===== config.mk =====
export PLATFORM = sky130hd
export DESIGN_NAME = gsa_ctrl
export DESIGN_NICKNAME = d
export VERILOG_FILES = /design/src/rtl/gsa_pkg.sv /design/src/rtl/gsa_ctrl.sv
export SDC_FILE = /design/constraint.sdc
export NUM_CORES = 1
export LEC_CHECK = 0
export BUFFER_PORTS_ARGS = -buffer_cell sky130_fd_sc_hd__buf_2
export CORE_AREA = 2 2 39 41
export DETAILED_ROUTE_END_ITERATION = 8
export DIE_AREA = 0 0 41 43
export HOLD_SLACK_MARGIN = 0.1
export PLACE_DENSITY_LB_ADDON = 0.2
export SLEW_MARGIN = 15
export SYNTH_ARGS = -nofsm -noshare
export SYNTH_HDL_FRONTEND = slang
export SYNTH_SLANG_ARGS = --single-unit

===== constraint.sdc =====
create_clock -name aclk -period 3.36 [get_ports aclk]
set_clock_uncertainty 0.15 [all_clocks]
set_input_delay 0.672 -clock aclk [delete_from_list [all_inputs] [get_ports aclk]]
set_output_delay 0.672 -clock aclk [all_outputs]
set_load 0.05 [all_outputs]

===== src/rtl/gsa_pkg.sv =====
`timescale 1ns / 1ps
// ----------------------------------------------------------------------------
// gsa_pkg: shared types and codes of the generational slot allocator
// Item layouts, command, status and mark codes, and the command and status
// bundles that join the controller to the datapath.
// ----------------------------------------------------------------------------
package gsa_pkg;

    localparam int CMD_W       = 4;
    localparam int IN_INDEX_W  = 8;
    localparam int GEN_W       = 16;
    localparam int BITS_W      = 32;
    localparam int STATUS_W    = 2;
    localparam int OUT_INDEX_W = 6;
    localparam int COUNT_W     = 7;
    localparam int S_TDATA_W   = 64;
    localparam int M_TDATA_W   = 64;
    localparam int ITEM_W      = CMD_W + IN_INDEX_W + GEN_W + BITS_W;

    localparam logic [CMD_W-1:0] CMD_CREATE      = 4'd0;
    localparam logic [CMD_W-1:0] CMD_DESTROY     = 4'd1;
    localparam logic [CMD_W-1:0] CMD_MARK        = 4'd2;
    localparam logic [CMD_W-1:0] CMD_ADD_BITS    = 4'd3;
    localparam logic [CMD_W-1:0] CMD_CHECK       = 4'd4;
    localparam logic [CMD_W-1:0] CMD_CLEANUP     = 4'd5;
    localparam logic [CMD_W-1:0] CMD_DESTROY_ALL = 4'd6;
    localparam logic [CMD_W-1:0] CMD_COUNT       = 4'd7;
    localparam logic [CMD_W-1:0] CMD_FIND        = 4'd8;

    localparam logic [STATUS_W-1:0] ST_OK      = 2'd0;
    localparam logic [STATUS_W-1:0] ST_INVALID = 2'd1;
    localparam logic [STATUS_W-1:0] ST_NONE    = 2'd2;

    localparam logic [1:0] MARK_NONE    = 2'd0;
    localparam logic [1:0] MARK_MARKED  = 2'd1;
    localparam logic [1:0] MARK_CLEANED = 2'd2;

    typedef struct packed {
        logic [BITS_W-1:0]     bits;
        logic [GEN_W-1:0]      generation;
        logic [IN_INDEX_W-1:0] slot_index;
        logic [CMD_W-1:0]      cmd;
    } item_t;

    typedef struct packed {
        logic [COUNT_W-1:0]     match_count;
        logic [BITS_W-1:0]      out_bits;
        logic [GEN_W-1:0]       out_generation;
        logic [OUT_INDEX_W-1:0] out_index;
        logic [STATUS_W-1:0]    status;
    } res_t;

    typedef enum logic [1:0] {
        KIND_NONE,
        KIND_CREATE,
        KIND_HANDLE,
        KIND_SCAN
    } kind_t;

    typedef enum logic [1:0] {
        ADR_CMD,
        ADR_STK,
        ADR_SCAN,
        ADR_SCAN_NEXT
    } adr_sel_t;

    typedef struct packed {
        logic     ld;
        logic     stk_rd;
        logic     slot_rd;
        adr_sel_t addr_sel;
        logic     apply;
        logic     scan_inc;
        logic     push_final;
    } dp_cmd_t;

    typedef struct packed {
        kind_t kind;
        logic  fc_zero;
        logic  hit;
        logic  stop;
        logic  pend_valid;
        logic  out_busy;
        logic  scan_last;
    } dp_stat_t;

endpackage


===== src/rtl/gsa_ctrl.sv =====
`timescale 1ns / 1ps
// ----------------------------------------------------------------------------
// gsa_ctrl: command sequencer of the slot allocator
// Takes an item, dispatches on its kind, steps the datapath through the
// slot reads, updates and sweeps, and hands the final result to the output.
// ----------------------------------------------------------------------------
module gsa_ctrl (
    input  logic              aclk,
    input  logic              aresetn,
    input  logic              s_tvalid,
    output logic              s_tready,
    input  gsa_pkg::dp_stat_t stat,
    output gsa_pkg::dp_cmd_t  cmd
);
    import gsa_pkg::*;

    typedef enum logic [2:0] {
        S_IDLE,
        S_DISP,
        S_STK,
        S_EVAL,
        S_END
    } state_t;

    state_t state_reg;
    state_t state_next;

    always_comb begin
        cmd        = '0;
        state_next = state_reg;
        s_tready   = (state_reg == S_IDLE);
        unique case (state_reg)
            S_IDLE: begin
                if (s_tvalid) begin
                    cmd.ld     = 1'b1;
                    state_next = S_DISP;
                end
            end
            S_DISP: begin
                unique case (stat.kind)
                    KIND_CREATE: begin
                        if (stat.fc_zero) begin
                            state_next = S_END;
                        end else begin
                            cmd.stk_rd = 1'b1;
                            state_next = S_STK;
                        end
                    end
                    KIND_HANDLE: begin
                        cmd.slot_rd  = 1'b1;
                        cmd.addr_sel = ADR_CMD;
                        state_next   = S_EVAL;
                    end
                    KIND_SCAN: begin
                        cmd.slot_rd  = 1'b1;
                        cmd.addr_sel = ADR_SCAN;
                        state_next   = S_EVAL;
                    end
                    KIND_NONE: begin
                        state_next = S_IDLE;
                    end
                endcase
            end
            S_STK: begin
                cmd.slot_rd  = 1'b1;
                cmd.addr_sel = ADR_STK;
                state_next   = S_EVAL;
            end
            S_EVAL: begin
                if (stat.kind != KIND_SCAN) begin
                    cmd.apply  = 1'b1;
                    state_next = S_END;
                end else if (!(stat.hit && stat.pend_valid && stat.out_busy)) begin
                    cmd.apply = 1'b1;
                    if (stat.stop || stat.scan_last) begin
                        state_next = S_END;
                    end else begin
                        cmd.scan_inc = 1'b1;
                        cmd.slot_rd  = 1'b1;
                        cmd.addr_sel = ADR_SCAN_NEXT;
                    end
                end
            end
            S_END: begin
                if (!stat.out_busy) begin
                    cmd.push_final = 1'b1;
                    state_next     = S_IDLE;
                end
            end
            default: begin
                state_next = S_IDLE;
            end
        endcase
    end

    always_ff @(posedge aclk) begin
        if (!aresetn) begin
            state_reg <= S_IDLE;
        end else begin
            state_reg <= state_next;
        end
    end

endmodule


==> results.tsv, run 1 <==
metric	value	unit
cell row count	14	
Critical Path Most Common Cell	buf_2	
final setup violation count	0	
final instance area	467	um^2
critical path launch point type	input pin	
Leak Pwr	0.242	nW
reg2reg setup slack	1950	ps
final worst slack	758	ps
first-pass GRT wire length	1.26	mm
DRC viols	0	
worst vdd ir	0.000176	V
fin crit share	0.774	
setup repair after global routing missed its margin	no	
Pre-antenna DRT Iters	2	
port bufs	19	
Fmax	384	MHz
synth top area cells	dfxtp_1 (18%), o2111ai_4 (7.8%), nor2b_1 (5.6%)	
Max FO, Critical Path	3	
Setup WS pre-CTS	735	ps
most frequent cell after synthesis	nor2_1	
initial antenna violation count	0	
post-synthesis cell count	43	
Mapped Area	338	um^2
CTS buffer count	3	
vias per cell	4.74	
placer congestion estimate	0.670	
H-tree levels	1	
largest net degree at the start of global routing	13	
vias in the first global route	328	
NumNets Final	76	
CTS Hold Bufs	0	
Largest stage delay, worst path	350	ps
CP top delay family	compound AO/OA/AOI/OAI gates	
fin util	0.337	
YS warnings	0	
routed len/inst	10.1	um
DIE HEIGHT	43	um
endpoint type of the worst setup path	output pin	
post-synthesis sequential area ratio	0.178	
Synth top area share	0.178	
Die Wd	41	um
Setup crit end	cmd[5]	
Min Hold Slack	558	ps
IO Count	20	
clock latency on the worst-skew pair	230	ps
Final Hold Fails	0	
Worst path slowest cell	a311oi_1	
relative slew slack	0.708	
CTS Sinks	3	
DR iter-0 viols	3	
clock-pin slew on the worst setup and hold paths	40	ps
die area	1760	um^2
# resized after CTS	0	
total grt overflow	0	
crit path cell chain	buf_2 -> a311oi_1 -> nand4_1 -> a31oi_1 -> buf_2	
Register Area	60.1	um^2
Power per Cell Area	377	nW/um^2
max-cap violations	0	
Longest Clk Path Bufs	2	
Multi-input gate area	254	um^2
run status	finished, final reports clean	
Avg Inst Size Synth	7.86	um^2
Clock Tree Root	clkbuf_4	
library cells used by synthesis	29	
DPL Wire Length	642	um
P&R area growth vs syn	38.1	%
Initial Utilization	0.244	
CP Buf/Inv Count	2	
crit path kind	in -> out	
Reg-to-Reg Start	state_reg[1]	
Hold Crit Class	in -> reg	
Levels on crit path	5	
M2 GR Usage	0.163	
Setup TNS	0	ps
Largest register FFs	3	
CP startpoint	stat[4]	
Slew Limit Fails	0	
met3 usage in global routing	0.0157	
WL final	805	um
fillers	152	
Worst R2R Path Depth	3	
Yosys reg bits	3	
Synth area leader	dfxtp_1	
data arrival time of the worst path	1780	ps
total track usage	0.103	
Placed Area	440	um^2
GR met1 Demand/Resource	0.125	
number of diodes	0	
ys flop type	dfxtp_1	
async set-reset flop share out of synthesis	0	
share of layout cells above drive strength 1	0.469	
grt peak-use layer	met2	
Worst-Margin Slew	437	ps
Vias	379	
syn nets	54	
Reg-to-Reg End	state_reg[1]	
CTS tree	built	
core area	1380	um^2
total setup buffers inserted after CTS	0	
Final min period	2600	ps
CP Data Required Time	2540	ps
EDFF count, synth	0	
Post-synth top cells	nor2_1 (4), a21oi_1 (3), dfxtp_1 (3), inv_1 (3), nor2b_1 (3)	
Detail Route Antenna Nets	0	
==> report_power, final <==
group	switching [mW]	internal (mW)	total, mW
combinational	0.0443	0.0237	0.0680
clock	0.0179	0.0445	0.0623
sequential	0.00691	0.0385	0.0454
total	0.0691	0.107	0.176
==> metal layers <==
metal / vias to the layer above / wire length, um / share of wire
li1: 203 / - / -
met3: 0 / 43 / 0.053
met4: 0 / 0 / 0
met1: 167 / 362 / 0.45
met5: - / 0 / 0
met2: 9 / 399 / 0.50
==> layout by cell type, fill, tap and decap left out <==
cell type / Yosys / final
nor3_1: 1 / 1
nor2b_1: 3 / 3
a41o_1: 1 / 1
nand3_1: 1 / 1
o211a_1: 1 / 1
clkbuf_1: 0 / 1
o2111ai_4: 1 / 1
and4_2: 1 / 1
a21o_2: 1 / 1
inv_1: 3 / 3
o21ai_0: 1 / 1
nor3b_1: 1 / 1
and2_1: 1 / 1
a311oi_1: 1 / 1
and2_2: 1 / 1
nand4_1: 1 / 1
and3_1: 1 / 1
a31o_2: 1 / 1
nand2_1: 2 / 2
clkbuf_4: 0 / 3
and4_1: 1 / 1
a31oi_1: 2 / 2
a21oi_1: 3 / 3
buf_2: 1 / 19
dfxtp_1: 3 / 3
or2_2: 1 / 1
nor2_1: 4 / 4
nand2b_1: 2 / 2
and2b_4: 1 / 1
o41ai_2: 1 / 1
==> worst register-to-register path: cells and delay by family, from the launching register on <==
| family | cells | cell delay (ps) |
|---|---|---|
| flip-flops | 1 | 580 |
| AO/OA/AOI/OAI | 1 | 160 |
| AND/OR/NAND/NOR | 2 | 450 |
==> logic make-up (layout without fill, tap and decap cells) <==
| group | after synthesis | after routing | share of synthesized area |
|---|---|---|---|
| AOI/OAI and AO/OA | 13 | 13 | 0.359 |
| buffers and inverters | 5 | 26 | 0.0704 |
| and+or+nand+nor | 22 | 22 | 0.393 |
| DFF | 3 | 3 | 0.178 |
==> how the worst min path moves through the flow <==
| stage | end | cells past startpoint | slack, ps | startpoint |
|---|---|---|---|---|
| CTS | state_reg[1] | 3 | 550 | aresetn |
| detailed placement | state_reg[0] | 2 | 560 | state_reg[0] |
| global route | state_reg[1] | 3 | 550 | aresetn |
| global placement | state_reg[0] | 2 | 560 | state_reg[0] |
| finish | state_reg[0] | 3 | 560 | aresetn |
| floorplan | state_reg[1] | 3 | 450 | state_reg[1] |
==> stage by stage <==
stage / cells / power [mW]
2_1_floorplan: 43 / 0.0967
3_3_place_gp: 76 / 0.114
3_5_place_dp: 76 / 0.115
4_1_cts: 80 / 0.181
5_1_grt: 80 / 0.188
6_report: 80 / 0.176
==> layout make-up <==
| type | count | share of cell area |
|---|---|---|
| well taps | 16 | 0.0429 |
| repair buffers | 19 | 0.204 |
| inverters | 3 | 0.0241 |
| flip-flops and latches | 3 | 0.129 |
| multi-input cells | 35 | 0.544 |
| clock buffers | 4 | 0.0563 |
Note: power is estimated with default switching activity, not from simulation.
==> run 2: changes to the inputs <==
==> constraint.sdc (replaced) <==
create_clock -name aclk -period 2.2 [get_ports aclk]
set_clock_uncertainty 0.15 [all_clocks]
set_input_delay 0.44 -clock aclk [delete_from_list [all_inputs] [get_ports aclk]]
set_output_delay 0.44 -clock aclk [all_outputs]
set_load 0.05 [all_outputs]
==> run 2 against run 1 <==
Effect of this change: non-clock buffer count grew 4; sequential share of layout area shrank 1.1 points; largest cell class unchanged; sequential power grew 39%; clock power grew 50%; setup slack lost 630 ps; final area grew 9.4%; core utilization grew 3.2 points; hold slack lost 230 ps; total power grew 59%.
==> results.tsv, run 2 (synthesis gave the netlist of run 1 again) <==
metric	value	unit
run status	finished, final reports clean	
Pre-antenna DRT Iters	2	
Max FO, Critical Path	3	
routed len/inst	10.9	um
IO Count	20	
vias per cell	4.81	
fin crit share	0.941	
grt peak-use layer	met2	
worst vdd ir	0.000277	V
Fmax	483	MHz
CTS Sinks	3	
Inst Count DP	80	
CP Data Required Time	1610	ps
Largest register FFs	3	
max-cap violations	0	
H-tree levels	1	
total setup buffers inserted after CTS	0	
DRC viols	0	
data arrival time of the worst path	1480	ps
DIE HEIGHT	43	um
port bufs	19	
vias in the first global route	355	
cell row count	14	
final worst slack	129	ps
final setup violation count	0	
die area	1760	um^2
met3 usage in global routing	0.0157	
Hold Crit Class	in -> reg	
Final Non-Filler Cells	84	
NumNets Final	80	
CTS tree	built	
setup repair after global routing missed its margin	no	
WL final	912	um
clock share of power	0.335	
Worst-Margin Slew	340	ps
Slew Limit Fails	0	
Initial Utilization	0.244	
most common library cell in the layout ignoring fill and taps	buf_2	
Detail Route Antenna Nets	0	
internal power	0.171	mW
Final Hold Fails	0	
Longest Clk Path Bufs	2	
core area	1380	um^2
total grt overflow	0	
reg2reg setup slack	770	ps
CTS buffer count	3	
crit path kind	in -> out	
critical path launch point type	input pin	
relative slew slack	0.773	
Switching Share	0.388	
sequential power share	0.227	
clock-pin slew on the worst setup and hold paths	40	ps
clock latency on the worst-skew pair	230	ps
placer congestion estimate	0.711	
P&R area growth vs syn	51.1	%
Setup WS pre-CTS	51.4	ps
Vias	404	
largest net degree at the start of global routing	11	
DPL Wire Length	715	um
Min Hold Slack	330	ps
Setup TNS	0	ps
DR iter-0 viols	4	
endpoint type of the worst setup path	output pin	
first-pass GRT wire length	1.39	mm
Leak Pwr	0.264	nW
Power per Cell Area	547	nW/um^2
M2 GR Usage	0.184	
fin util	0.369	
initial antenna violation count	0	
total track usage	0.116	
Final min period	2070	ps
number of diodes	0	
Clock Tree Root	clkbuf_4	
share of layout cells above drive strength 1	0.529	
switching power	0.108	mW
Die Wd	41	um
most frequent cells in the layout	buf_2 (18), nor2_1 (4), clkbuf_4 (4), buf_4 (4)	
GR met1 Demand/Resource	0.142	
Comb pwr share	0.438	
==> run 2: cell count changes in the layout (fill, tap and decap cells not counted), sizes merged <==
cell,previous run,this run
buf,19,22
clkbuf,4,5
==> run 2: critical path, stage by stage <==
cell and delay (ps):
buf_2 110, a311oi_2 300, nand4_1 180, a31oi_1 170, buf_2 280
==> run 2: cell type report <==
cell class                 instances  area (um^2)
clock buffer                       4         26.3
fill                             151          873
inverter                           3         11.3
multi-input combinational         35          265
sequential                         3         60.1
tap                               16         20.0
timing repair buffer              23          128
==> run 2: routing by layer <==
metal,vias to the layer above,part of all wire
li1,211,-
met5,-,0
met2,8,0.50
met4,0,0
met1,185,0.45
met3,0,0.052
==> run 2: repair_timing <==
item | CTS | global route
resized for setup | 0 | 2
hold buffers | 0 | 0
setup endpoints to repair | 0 | 2
==> run 2: final timing paths <==
path	endpoint	cells past startpoint	from
hold / removal	state_reg[1]	3	aresetn
setup reg to reg	state_reg[2]	4	state_reg[1]
setup / recovery	cmd[5]	5	stat[4]
hold reg to reg	state_reg[0]	3	state_reg[2]
==> run 2: metrics by stage <==
step	power, mW	instance area, um^2
floorplan	0.149	343
global placement	0.185	475
detailed placement	0.185	475
CTS	0.285	502
global route	0.302	510
finish	0.279	510
==> run 2: power groups by stage <==
stage / Combinational [mW] / Sequential [mW] / Clock, mW
2_1_floorplan: 0.0853 / 0.0641 / 0
3_3_place_gp: 0.120 / 0.0641 / 0
3_5_place_dp: 0.121 / 0.0640 / 0
4_1_cts: 0.121 / 0.0632 / 0.100
5_1_grt: 0.132 / 0.0638 / 0.107
6_report: 0.122 / 0.0633 / 0.0936
