[src/rtl/gsa_pkg.sv]
`timescale 1ns / 1ps
// ----------------------------------------------------------------------------
// gsa_pkg: shared types and codes of the generational slot allocator
// Item layouts, command, status and mark codes, and the command and status
// bundles that join the controller to the datapath.
// ----------------------------------------------------------------------------
package gsa_pkg;

    localparam int CMD_W       = 4;
    localparam int IN_INDEX_W  = 8;
    localparam int GEN_W       = 16;
    localparam int BITS_W      = 32;
    localparam int STATUS_W    = 2;
    localparam int OUT_INDEX_W = 6;
    localparam int COUNT_W     = 7;
    localparam int S_TDATA_W   = 64;
    localparam int M_TDATA_W   = 64;
    localparam int ITEM_W      = CMD_W + IN_INDEX_W + GEN_W + BITS_W;

    localparam logic [CMD_W-1:0] CMD_CREATE      = 4'd0;
    localparam logic [CMD_W-1:0] CMD_DESTROY     = 4'd1;
    localparam logic [CMD_W-1:0] CMD_MARK        = 4'd2;
    localparam logic [CMD_W-1:0] CMD_ADD_BITS    = 4'd3;
    localparam logic [CMD_W-1:0] CMD_CHECK       = 4'd4;
    localparam logic [CMD_W-1:0] CMD_CLEANUP     = 4'd5;
    localparam logic [CMD_W-1:0] CMD_DESTROY_ALL = 4'd6;
    localparam logic [CMD_W-1:0] CMD_COUNT       = 4'd7;
    localparam logic [CMD_W-1:0] CMD_FIND        = 4'd8;

    localparam logic [STATUS_W-1:0] ST_OK      = 2'd0;
    localparam logic [STATUS_W-1:0] ST_INVALID = 2'd1;
    localparam logic [STATUS_W-1:0] ST_NONE    = 2'd2;

    localparam logic [1:0] MARK_NONE    = 2'd0;
    localparam logic [1:0] MARK_MARKED  = 2'd1;
    localparam logic [1:0] MARK_CLEANED = 2'd2;

    typedef struct packed {
        logic [BITS_W-1:0]     bits;
        logic [GEN_W-1:0]      generation;
        logic [IN_INDEX_W-1:0] slot_index;
        logic [CMD_W-1:0]      cmd;
    } item_t;

    typedef struct packed {
        logic [COUNT_W-1:0]     match_count;
        logic [BITS_W-1:0]      out_bits;
        logic [GEN_W-1:0]       out_generation;
        logic [OUT_INDEX_W-1:0] out_index;
        logic [STATUS_W-1:0]    status;
    } res_t;

    typedef enum logic [1:0] {
        KIND_NONE,
        KIND_CREATE,
        KIND_HANDLE,
        KIND_SCAN
    } kind_t;

    typedef enum logic [1:0] {
        ADR_CMD,
        ADR_STK,
        ADR_SCAN,
        ADR_SCAN_NEXT
    } adr_sel_t;

    typedef struct packed {
        logic     ld;
        logic     stk_rd;
        logic     slot_rd;
        adr_sel_t addr_sel;
        logic     apply;
        logic     scan_inc;
        logic     push_final;
    } dp_cmd_t;

    typedef struct packed {
        kind_t kind;
        logic  fc_zero;
        logic  hit;
        logic  stop;
        logic  pend_valid;
        logic  out_busy;
        logic  scan_last;
    } dp_stat_t;

endpackage

[src/rtl/gsa_datapath.sv]
`timescale 1ns / 1ps
// ----------------------------------------------------------------------------
// gsa_datapath: slot memory, free stack and result registers
// Holds the per-slot records and the free slot stack, evaluates the slot
// read for the current command, and keeps a pending and an output result.
// ----------------------------------------------------------------------------
module gsa_datapath #(
    parameter int SLOTS     = 64,
    parameter int GEN_BITS  = 16,
    parameter int MASK_BITS = 32
) (
    input  logic              aclk,
    input  logic              aresetn,
    input  gsa_pkg::item_t    item,
    input  gsa_pkg::dp_cmd_t  cmd,
    output gsa_pkg::dp_stat_t stat,
    output logic              m_tvalid,
    input  logic              m_tready,
    output gsa_pkg::res_t     m_res,
    output logic              m_last
);
    import gsa_pkg::*;

    localparam int IDX_W = $clog2(SLOTS);
    localparam int CNT_W = $clog2(SLOTS + 1);

    typedef struct packed {
        logic [GEN_BITS-1:0]  live_gen;
        logic [GEN_BITS-1:0]  next_gen;
        logic [MASK_BITS-1:0] mask;
        logic [1:0]           mark;
    } row_t;

    // latched item
    logic [CMD_W-1:0]      cmd_reg;
    logic [IN_INDEX_W-1:0] idx_reg;
    logic [GEN_W-1:0]      gen_reg;
    logic [MASK_BITS-1:0]  q_reg;

    logic [IDX_W-1:0]   scan_reg;
    logic [COUNT_W-1:0] cnt_reg;
    logic [CNT_W-1:0]   fc_reg;

    // slot records
    row_t             slot_mem [SLOTS];
    logic [SLOTS-1:0] row_valid_reg;
    row_t             row_q_reg;
    logic             row_vq_reg;
    logic [IDX_W-1:0] rd_addr_reg;

    // free stack
    logic [IDX_W-1:0] stk_mem [SLOTS];
    logic [SLOTS-1:0] stk_valid_reg;
    logic [IDX_W-1:0] stk_q_reg;
    logic             stk_vq_reg;
    logic [IDX_W-1:0] stk_pos_reg;

    logic pend_valid_reg;
    res_t pend_reg;
    logic out_valid_reg;
    res_t out_reg;
    logic out_last_reg;

    kind_t                kind;
    row_t                 row;
    logic                 live;
    logic                 match;
    logic                 handle_ok;
    logic [IDX_W-1:0]     stk_slot;
    logic [IDX_W-1:0]     rd_addr;
    logic [IDX_W-1:0]     stk_pos;
    logic [GEN_BITS-1:0]  fin_gen;
    logic [GEN_BITS-1:0]  create_gen;
    logic [OUT_INDEX_W-1:0] slot_out_idx;
    logic                 hit;
    logic                 stop;
    logic                 wr_en;
    row_t                 wr_row;
    logic                 fin;
    logic                 pop;
    logic                 cnt_inc;
    res_t                 new_res;
    res_t                 final_res;
    logic                 push_mid;
    logic                 do_push;

    always_comb begin
        unique case (cmd_reg)
            CMD_CREATE: kind = KIND_CREATE;
            CMD_DESTROY, CMD_MARK, CMD_ADD_BITS, CMD_CHECK: kind = KIND_HANDLE;
            CMD_CLEANUP, CMD_DESTROY_ALL, CMD_COUNT, CMD_FIND: kind = KIND_SCAN;
            default: kind = KIND_NONE;
        endcase
    end

    assign row       = row_vq_reg ? row_q_reg : '0;
    assign live      = (row.live_gen != '0);
    assign match     = live && ((row.mask & q_reg) == q_reg);
    assign handle_ok = (32'(idx_reg) < SLOTS) && (gen_reg != '0)
                       && (32'(row.live_gen) == 32'(gen_reg));
    assign stk_slot  = stk_vq_reg ? stk_q_reg : IDX_W'(SLOTS - 1) - stk_pos_reg;
    assign stk_pos   = IDX_W'(fc_reg - 1'b1);
    assign slot_out_idx = OUT_INDEX_W'(rd_addr_reg);

    always_comb begin
        fin_gen = GEN_BITS'(row.live_gen + 1'b1);
        if (fin_gen == '0) begin
            fin_gen = GEN_BITS'(1);
        end
        create_gen = (row.next_gen == '0) ? GEN_BITS'(1) : row.next_gen;
    end

    always_comb begin
        unique case (cmd.addr_sel)
            ADR_CMD:       rd_addr = idx_reg[IDX_W-1:0];
            ADR_STK:       rd_addr = stk_slot;
            ADR_SCAN:      rd_addr = scan_reg;
            ADR_SCAN_NEXT: rd_addr = IDX_W'(scan_reg + 1'b1);
            default:       rd_addr = scan_reg;
        endcase
    end

    // per-slot evaluation of the record just read
    always_comb begin
        hit     = 1'b0;
        stop    = 1'b0;
        wr_en   = 1'b0;
        wr_row  = row;
        fin     = 1'b0;
        pop     = 1'b0;
        cnt_inc = 1'b0;
        new_res = '0;
        if (kind == KIND_HANDLE) begin
            hit = 1'b1;
            if (handle_ok) begin
                new_res.status         = ST_OK;
                new_res.out_index      = slot_out_idx;
                new_res.out_generation = gen_reg;
            end else begin
                new_res.status = ST_INVALID;
            end
        end
        unique case (cmd_reg)
            CMD_CREATE: begin
                hit                    = 1'b1;
                pop                    = 1'b1;
                wr_en                  = 1'b1;
                wr_row.live_gen        = create_gen;
                wr_row.mask            = '0;
                new_res.status         = ST_OK;
                new_res.out_index      = slot_out_idx;
                new_res.out_generation = GEN_W'(create_gen);
            end
            CMD_DESTROY: begin
                if (handle_ok) begin
                    new_res.out_bits = BITS_W'(row.mask);
                    fin              = 1'b1;
                end
            end
            CMD_MARK: begin
                if (handle_ok && row.mark == MARK_NONE) begin
                    wr_en       = 1'b1;
                    wr_row.mark = MARK_MARKED;
                end
            end
            CMD_ADD_BITS: begin
                if (handle_ok) begin
                    wr_en       = 1'b1;
                    wr_row.mask = row.mask | q_reg;
                end
            end
            CMD_CHECK: begin
                if (handle_ok) begin
                    new_res.out_bits = BITS_W'(row.mask);
                end
            end
            CMD_CLEANUP: begin
                if (row.mark == MARK_MARKED) begin
                    wr_en = 1'b1;
                    if (!live) begin
                        wr_row.mark = MARK_NONE;
                    end else begin
                        hit                    = 1'b1;
                        wr_row.mark            = MARK_CLEANED;
                        new_res.status         = ST_OK;
                        new_res.out_index      = slot_out_idx;
                        new_res.out_generation = GEN_W'(row.live_gen);
                        new_res.out_bits       = BITS_W'(row.mask);
                    end
                end
            end
            CMD_DESTROY_ALL: begin
                if (row.mark != MARK_NONE) begin
                    if (!live) begin
                        wr_en       = 1'b1;
                        wr_row.mark = MARK_NONE;
                    end else begin
                        hit                    = 1'b1;
                        fin                    = 1'b1;
                        new_res.status         = ST_OK;
                        new_res.out_index      = slot_out_idx;
                        new_res.out_generation = GEN_W'(row.live_gen);
                        new_res.out_bits       = (row.mark == MARK_MARKED)
                                                 ? BITS_W'(row.mask) : '0;
                    end
                end
            end
            CMD_COUNT: begin
                cnt_inc = match;
            end
            CMD_FIND: begin
                if (match) begin
                    hit                    = 1'b1;
                    stop                   = 1'b1;
                    new_res.status         = ST_OK;
                    new_res.out_index      = slot_out_idx;
                    new_res.out_generation = GEN_W'(row.live_gen);
                    new_res.out_bits       = BITS_W'(row.mask);
                end
            end
            default: begin
                hit = 1'b0;
            end
        endcase
        if (fin) begin
            wr_en           = 1'b1;
            wr_row.live_gen = '0;
            wr_row.next_gen = fin_gen;
            wr_row.mask     = '0;
            wr_row.mark     = MARK_NONE;
        end
    end

    always_comb begin
        final_res = '0;
        if (pend_valid_reg) begin
            final_res = pend_reg;
        end else if (cmd_reg == CMD_COUNT) begin
            final_res.status      = ST_OK;
            final_res.match_count = cnt_reg;
        end else begin
            final_res.status = ST_NONE;
        end
    end

    assign push_mid = cmd.apply && hit && pend_valid_reg;
    assign do_push  = push_mid || cmd.push_final;

    // control state
    always_ff @(posedge aclk) begin
        if (!aresetn) begin
            fc_reg         <= CNT_W'(SLOTS);
            pend_valid_reg <= 1'b0;
            out_valid_reg  <= 1'b0;
            row_valid_reg  <= '0;
            stk_valid_reg  <= '0;
        end else begin
            if (cmd.ld) begin
                pend_valid_reg <= 1'b0;
            end else if (cmd.apply && hit) begin
                pend_valid_reg <= 1'b1;
            end
            if (do_push) begin
                out_valid_reg <= 1'b1;
            end else if (m_tready) begin
                out_valid_reg <= 1'b0;
            end
            if (cmd.apply && wr_en) begin
                row_valid_reg[rd_addr_reg] <= 1'b1;
            end
            if (cmd.apply && pop) begin
                fc_reg <= CNT_W'(fc_reg - 1'b1);
            end else if (cmd.apply && fin && fc_reg < SLOTS) begin
                stk_valid_reg[fc_reg[IDX_W-1:0]] <= 1'b1;
                fc_reg                           <= CNT_W'(fc_reg + 1'b1);
            end
        end
    end

    // payload, memories and read registers
    always_ff @(posedge aclk) begin
        if (cmd.ld) begin
            cmd_reg  <= item.cmd;
            idx_reg  <= item.slot_index;
            gen_reg  <= item.generation;
            q_reg    <= item.bits[MASK_BITS-1:0];
            scan_reg <= '0;
            cnt_reg  <= '0;
        end else begin
            if (cmd.scan_inc) begin
                scan_reg <= IDX_W'(scan_reg + 1'b1);
            end
            if (cmd.apply && cnt_inc) begin
                cnt_reg <= COUNT_W'(cnt_reg + 1'b1);
            end
        end
        if (cmd.slot_rd) begin
            row_q_reg   <= slot_mem[rd_addr];
            row_vq_reg  <= row_valid_reg[rd_addr];
            rd_addr_reg <= rd_addr;
        end
        if (cmd.apply && wr_en) begin
            slot_mem[rd_addr_reg] <= wr_row;
        end
        if (cmd.stk_rd) begin
            stk_q_reg   <= stk_mem[stk_pos];
            stk_vq_reg  <= stk_valid_reg[stk_pos];
            stk_pos_reg <= stk_pos;
        end
        if (cmd.apply && fin && fc_reg < SLOTS) begin
            stk_mem[fc_reg[IDX_W-1:0]] <= rd_addr_reg;
        end
        if (cmd.apply && hit) begin
            pend_reg <= new_res;
        end
        if (push_mid) begin
            out_reg      <= pend_reg;
            out_last_reg <= 1'b0;
        end else if (cmd.push_final) begin
            out_reg      <= final_res;
            out_last_reg <= 1'b1;
        end
    end

    always_comb begin
        stat            = '0;
        stat.kind       = kind;
        stat.fc_zero    = (fc_reg == '0);
        stat.hit        = hit;
        stat.stop       = stop;
        stat.pend_valid = pend_valid_reg;
        stat.out_busy   = out_valid_reg && !m_tready;
        stat.scan_last  = (scan_reg == IDX_W'(SLOTS - 1));
    end

    assign m_tvalid = out_valid_reg;
    assign m_res    = out_reg;
    assign m_last   = out_last_reg;

endmodule

[config.mk]
export PLATFORM = sky130hd
export DESIGN_NAME = gsa_datapath
export DESIGN_NICKNAME = d
export VERILOG_FILES = /design/src/rtl/gsa_pkg.sv /design/src/rtl/gsa_datapath.sv
export SDC_FILE = /design/constraint.sdc
export NUM_CORES = 2
export LEC_CHECK = 0
export BUFFER_PORTS_ARGS = -buffer_cell sky130_fd_sc_hd__buf_2
export CORE_MARGIN = 2
export CORE_UTILIZATION = 30
export DETAILED_ROUTE_END_ITERATION = 6
export PLACE_DENSITY = 0.43
export SYNTH_ARGS = -nofsm -noshare
export SYNTH_HDL_FRONTEND = slang
export SYNTH_MEMORY_MAX_BITS = 65536
export SYNTH_SLANG_ARGS = --single-unit
[constraint.sdc]
create_clock -name aclk -period 11.3 [get_ports aclk]
set_clock_uncertainty 0.1 [all_clocks]
set_input_delay 2.26 -clock aclk [delete_from_list [all_inputs] [get_ports aclk]]
set_output_delay 2.26 -clock aclk [all_outputs]
set_load 0.01 [all_outputs]
==> results.tsv <==
stage	metric	value	unit
final_layout	multiInputGateArea	51200	um^2
yosys	synth-seq-cells	5025	
final_layout	post-route-util	34.6	%
setup_path	crit_path_max_fanout	6	
hold_path	hp-class	flop to flop	
cts	cts_root_buffer	clkbuf_16	
setup_path	path_class	flop to primary output	
grt	antenna_found_initial	61	
yosys	synth_cells	14400	
final_layout	drive_gt1_share	12.2	%
yosys	syn_area	204000	um^2
sta	min_period	6850	ps
drt	ant_nets	0	
cts	cts_hold_buffers	0	
sta	min_period_over_period	60.7	%
cts	ctsHtreeMaxLevel	6	
outcome	status	finished with violations	
yosys	yosysWarnings	0	
grt	grt_pass1_wl	1090000	um
grt	grt_overflow	0	
yosys	ys.flop_type	edfxtp_1	
sta	slew_headroom	3.01	%
drt	drtIter0Drc	19000	
drt	drc	36	
grt	grt_max_degree	153	
drt	wl_per_cell	33.6	um
cts	tritoncts	built	
yosys	yosysSeqAreaShare	73.2	%
drt	drtPass1Iterations	7	
flow_run	drv_cap	0	
drt	drt-total-wl	803000	um
sta	final_hold_viol_count	0	
yosys	synth_cell_types	83	
sta	rsz0062_at_grt	false	
drt	route.vias.total	134000	
sta	hold_ws	342	ps
sta	fmax	146	MHz
drt	viasPerCell	5.62	
sta	fin_tns_setup	0	ps
pwr	power.density	188	nW/um^2
pwr	leakage	76.7	nW
final_layout	largest_reg_flops	4224	
yosys	ys_async_sr_fraction	0	%
sta	setup_viol	0	
setup_path	arrival	4490	ps
grt	grt_pass1_vias	127000	
final_layout	final_nets	14600	
setup_path	cp.required	8940	ps
setup_path	start_kind	flop	
yosys	synth_edf_count	4872	
pwr	vdd_drop_max	0.164	mV
placement	dp.final_hpwl	425000	um
placement	gp_congestion	0.795	
final_layout	final_cell_mix	edfxtp_1 (4,872), nand2_1 (3,294), a21oi_1 (677), clkbuf_16 (577), a211oi_1 (509)	
final_layout	fin_cells	23900	
cts	clockBufferDepth	4	
final_layout	layout_commonest_cell	edfxtp_1	
cts	cts_resized	0	
yosys	avgSynthCellArea	14.1	um^2
floorplan	dieArea	687000	um^2
yosys	synth_nets	14500	
floorplan	start_util	30.1	%
floorplan	io_pins	144	
floorplan	core.rowCount	302	
setup_path	worst_setup_path_end_kind	primary output	
final_layout	nFillCells	65300	
cts	cts_buffers	565	
final_layout	regArea	149000	um^2
sta	tightest_slew	1450	ps
final_layout	syn_to_final_growth	14.8	%
cts	post_cts_buffers	0	
outcome	failed_checks	design-rule violations	
floorplan	fp.dieH	829	um
floorplan	fp.dieW	829	um
cts	insertion_delay	1120	ps
sta	slew_viol_final	0	
grt	grt.total_usage	22.4	%
placement	portBuffers	143	
floorplan	core	677000	um^2
placement	dp.cells	22900	
cts	clk_pin_slew	60	ps
cts	cts_sinks	5025	
==> kinds of logic after synthesis <==
logic type | synth area share (%)
XOR/XNOR | 0.142
AO/OA/AOI/OAI | 9.76
buffers and inverters | 2.33
adder cells (fa/ha/maj) | 0.0429
flip-flops | 73.2
multiplexers | 4.17
AND/OR/NAND/NOR | 10.4
==> cell type report <==
type / count / area share [%]
clock inverter: 281 / 0.947
inverter: 44 / 0.0865
sequential: 5025 / 63.8
antenna: 13 / 0.0139
tap: 8968 / 4.79
clock buffer: 721 / 6.42
timing repair buffer: 602 / 2.14
multi-input combinational: 8252 / 21.8
==> critical path: stages (launching register included) <==
cell and delay (ps):
edfxtp_1 970, nor2b_1 90, a2111oi_0 840, nand4_1 200
nor4_2 280, buf_4 220, and3_1 230, o21a_1 320
buf_2 190
==> final timing paths <==
kind               startpoint                to  slack (ps)  cells after the start
max             row_q_reg[32]           stat[4]        4450                      8
min          row_valid_reg[2]  row_valid_reg[2]         340                      2
max reg2reg     row_q_reg[50]  slot_mem[36][19]        4550                     15
min reg2reg  row_valid_reg[2]  row_valid_reg[2]         340                      2
==> Yosys cell counts (161+ instances only) <==
library cell | number | area share (%)
edfxtp_1 | 4872 | 72
nand2_1 | 3303 | 6.1
clkbuf_1 | 738 | 1.4
a21oi_1 | 692 | 1.7
a211oi_1 | 514 | 1.9
nand3_1 | 485 | 1.2
and3_1 | 299 | 0.92
mux2i_1 | 261 | 1.3
mux4_2 | 260 | 2.9
a222oi_1 | 257 | 1.3
o21ai_0 | 197 | 0.48
buf_2 | 195 | 0.48
nor2_1 | 188 | 0.35
a31oi_1 | 180 | 0.55
nor3_1 | 161 | 0.39
==> metrics by stage <==
step / worst slack (ps) / area, um^2 / power (mW)
3_3_place_gp: 3650 / 217000 / 26.7
2_1_floorplan: 1250 / 204000 / 24.4
6_report: 4450 / 234000 / 44.0
4_1_cts: 4540 / 234000 / 44.3
3_5_place_dp: 3680 / 217000 / 26.7
5_1_grt: 4460 / 234000 / 45.3
==> layer usage <==
layer / GRT usage [%] / routed length, um / up-vias
met5: 0 / 40 / -
met4: 6.63 / 26600 / 6
met3: 3.48 / 63400 / 1207
met2: 35.8 / 370000 / 6351
met1: 31.6 / 343000 / 70800
li1: - / - / 56100
==> power by group <==
| group | internal, mW | switching [mW] |
|---|---|---|
| sequential | 21.0 | 0.231 |
| clock | 9.88 | 7.74 |
| combinational | 1.29 | 3.89 |
Power figures use the tool's default switching activity.
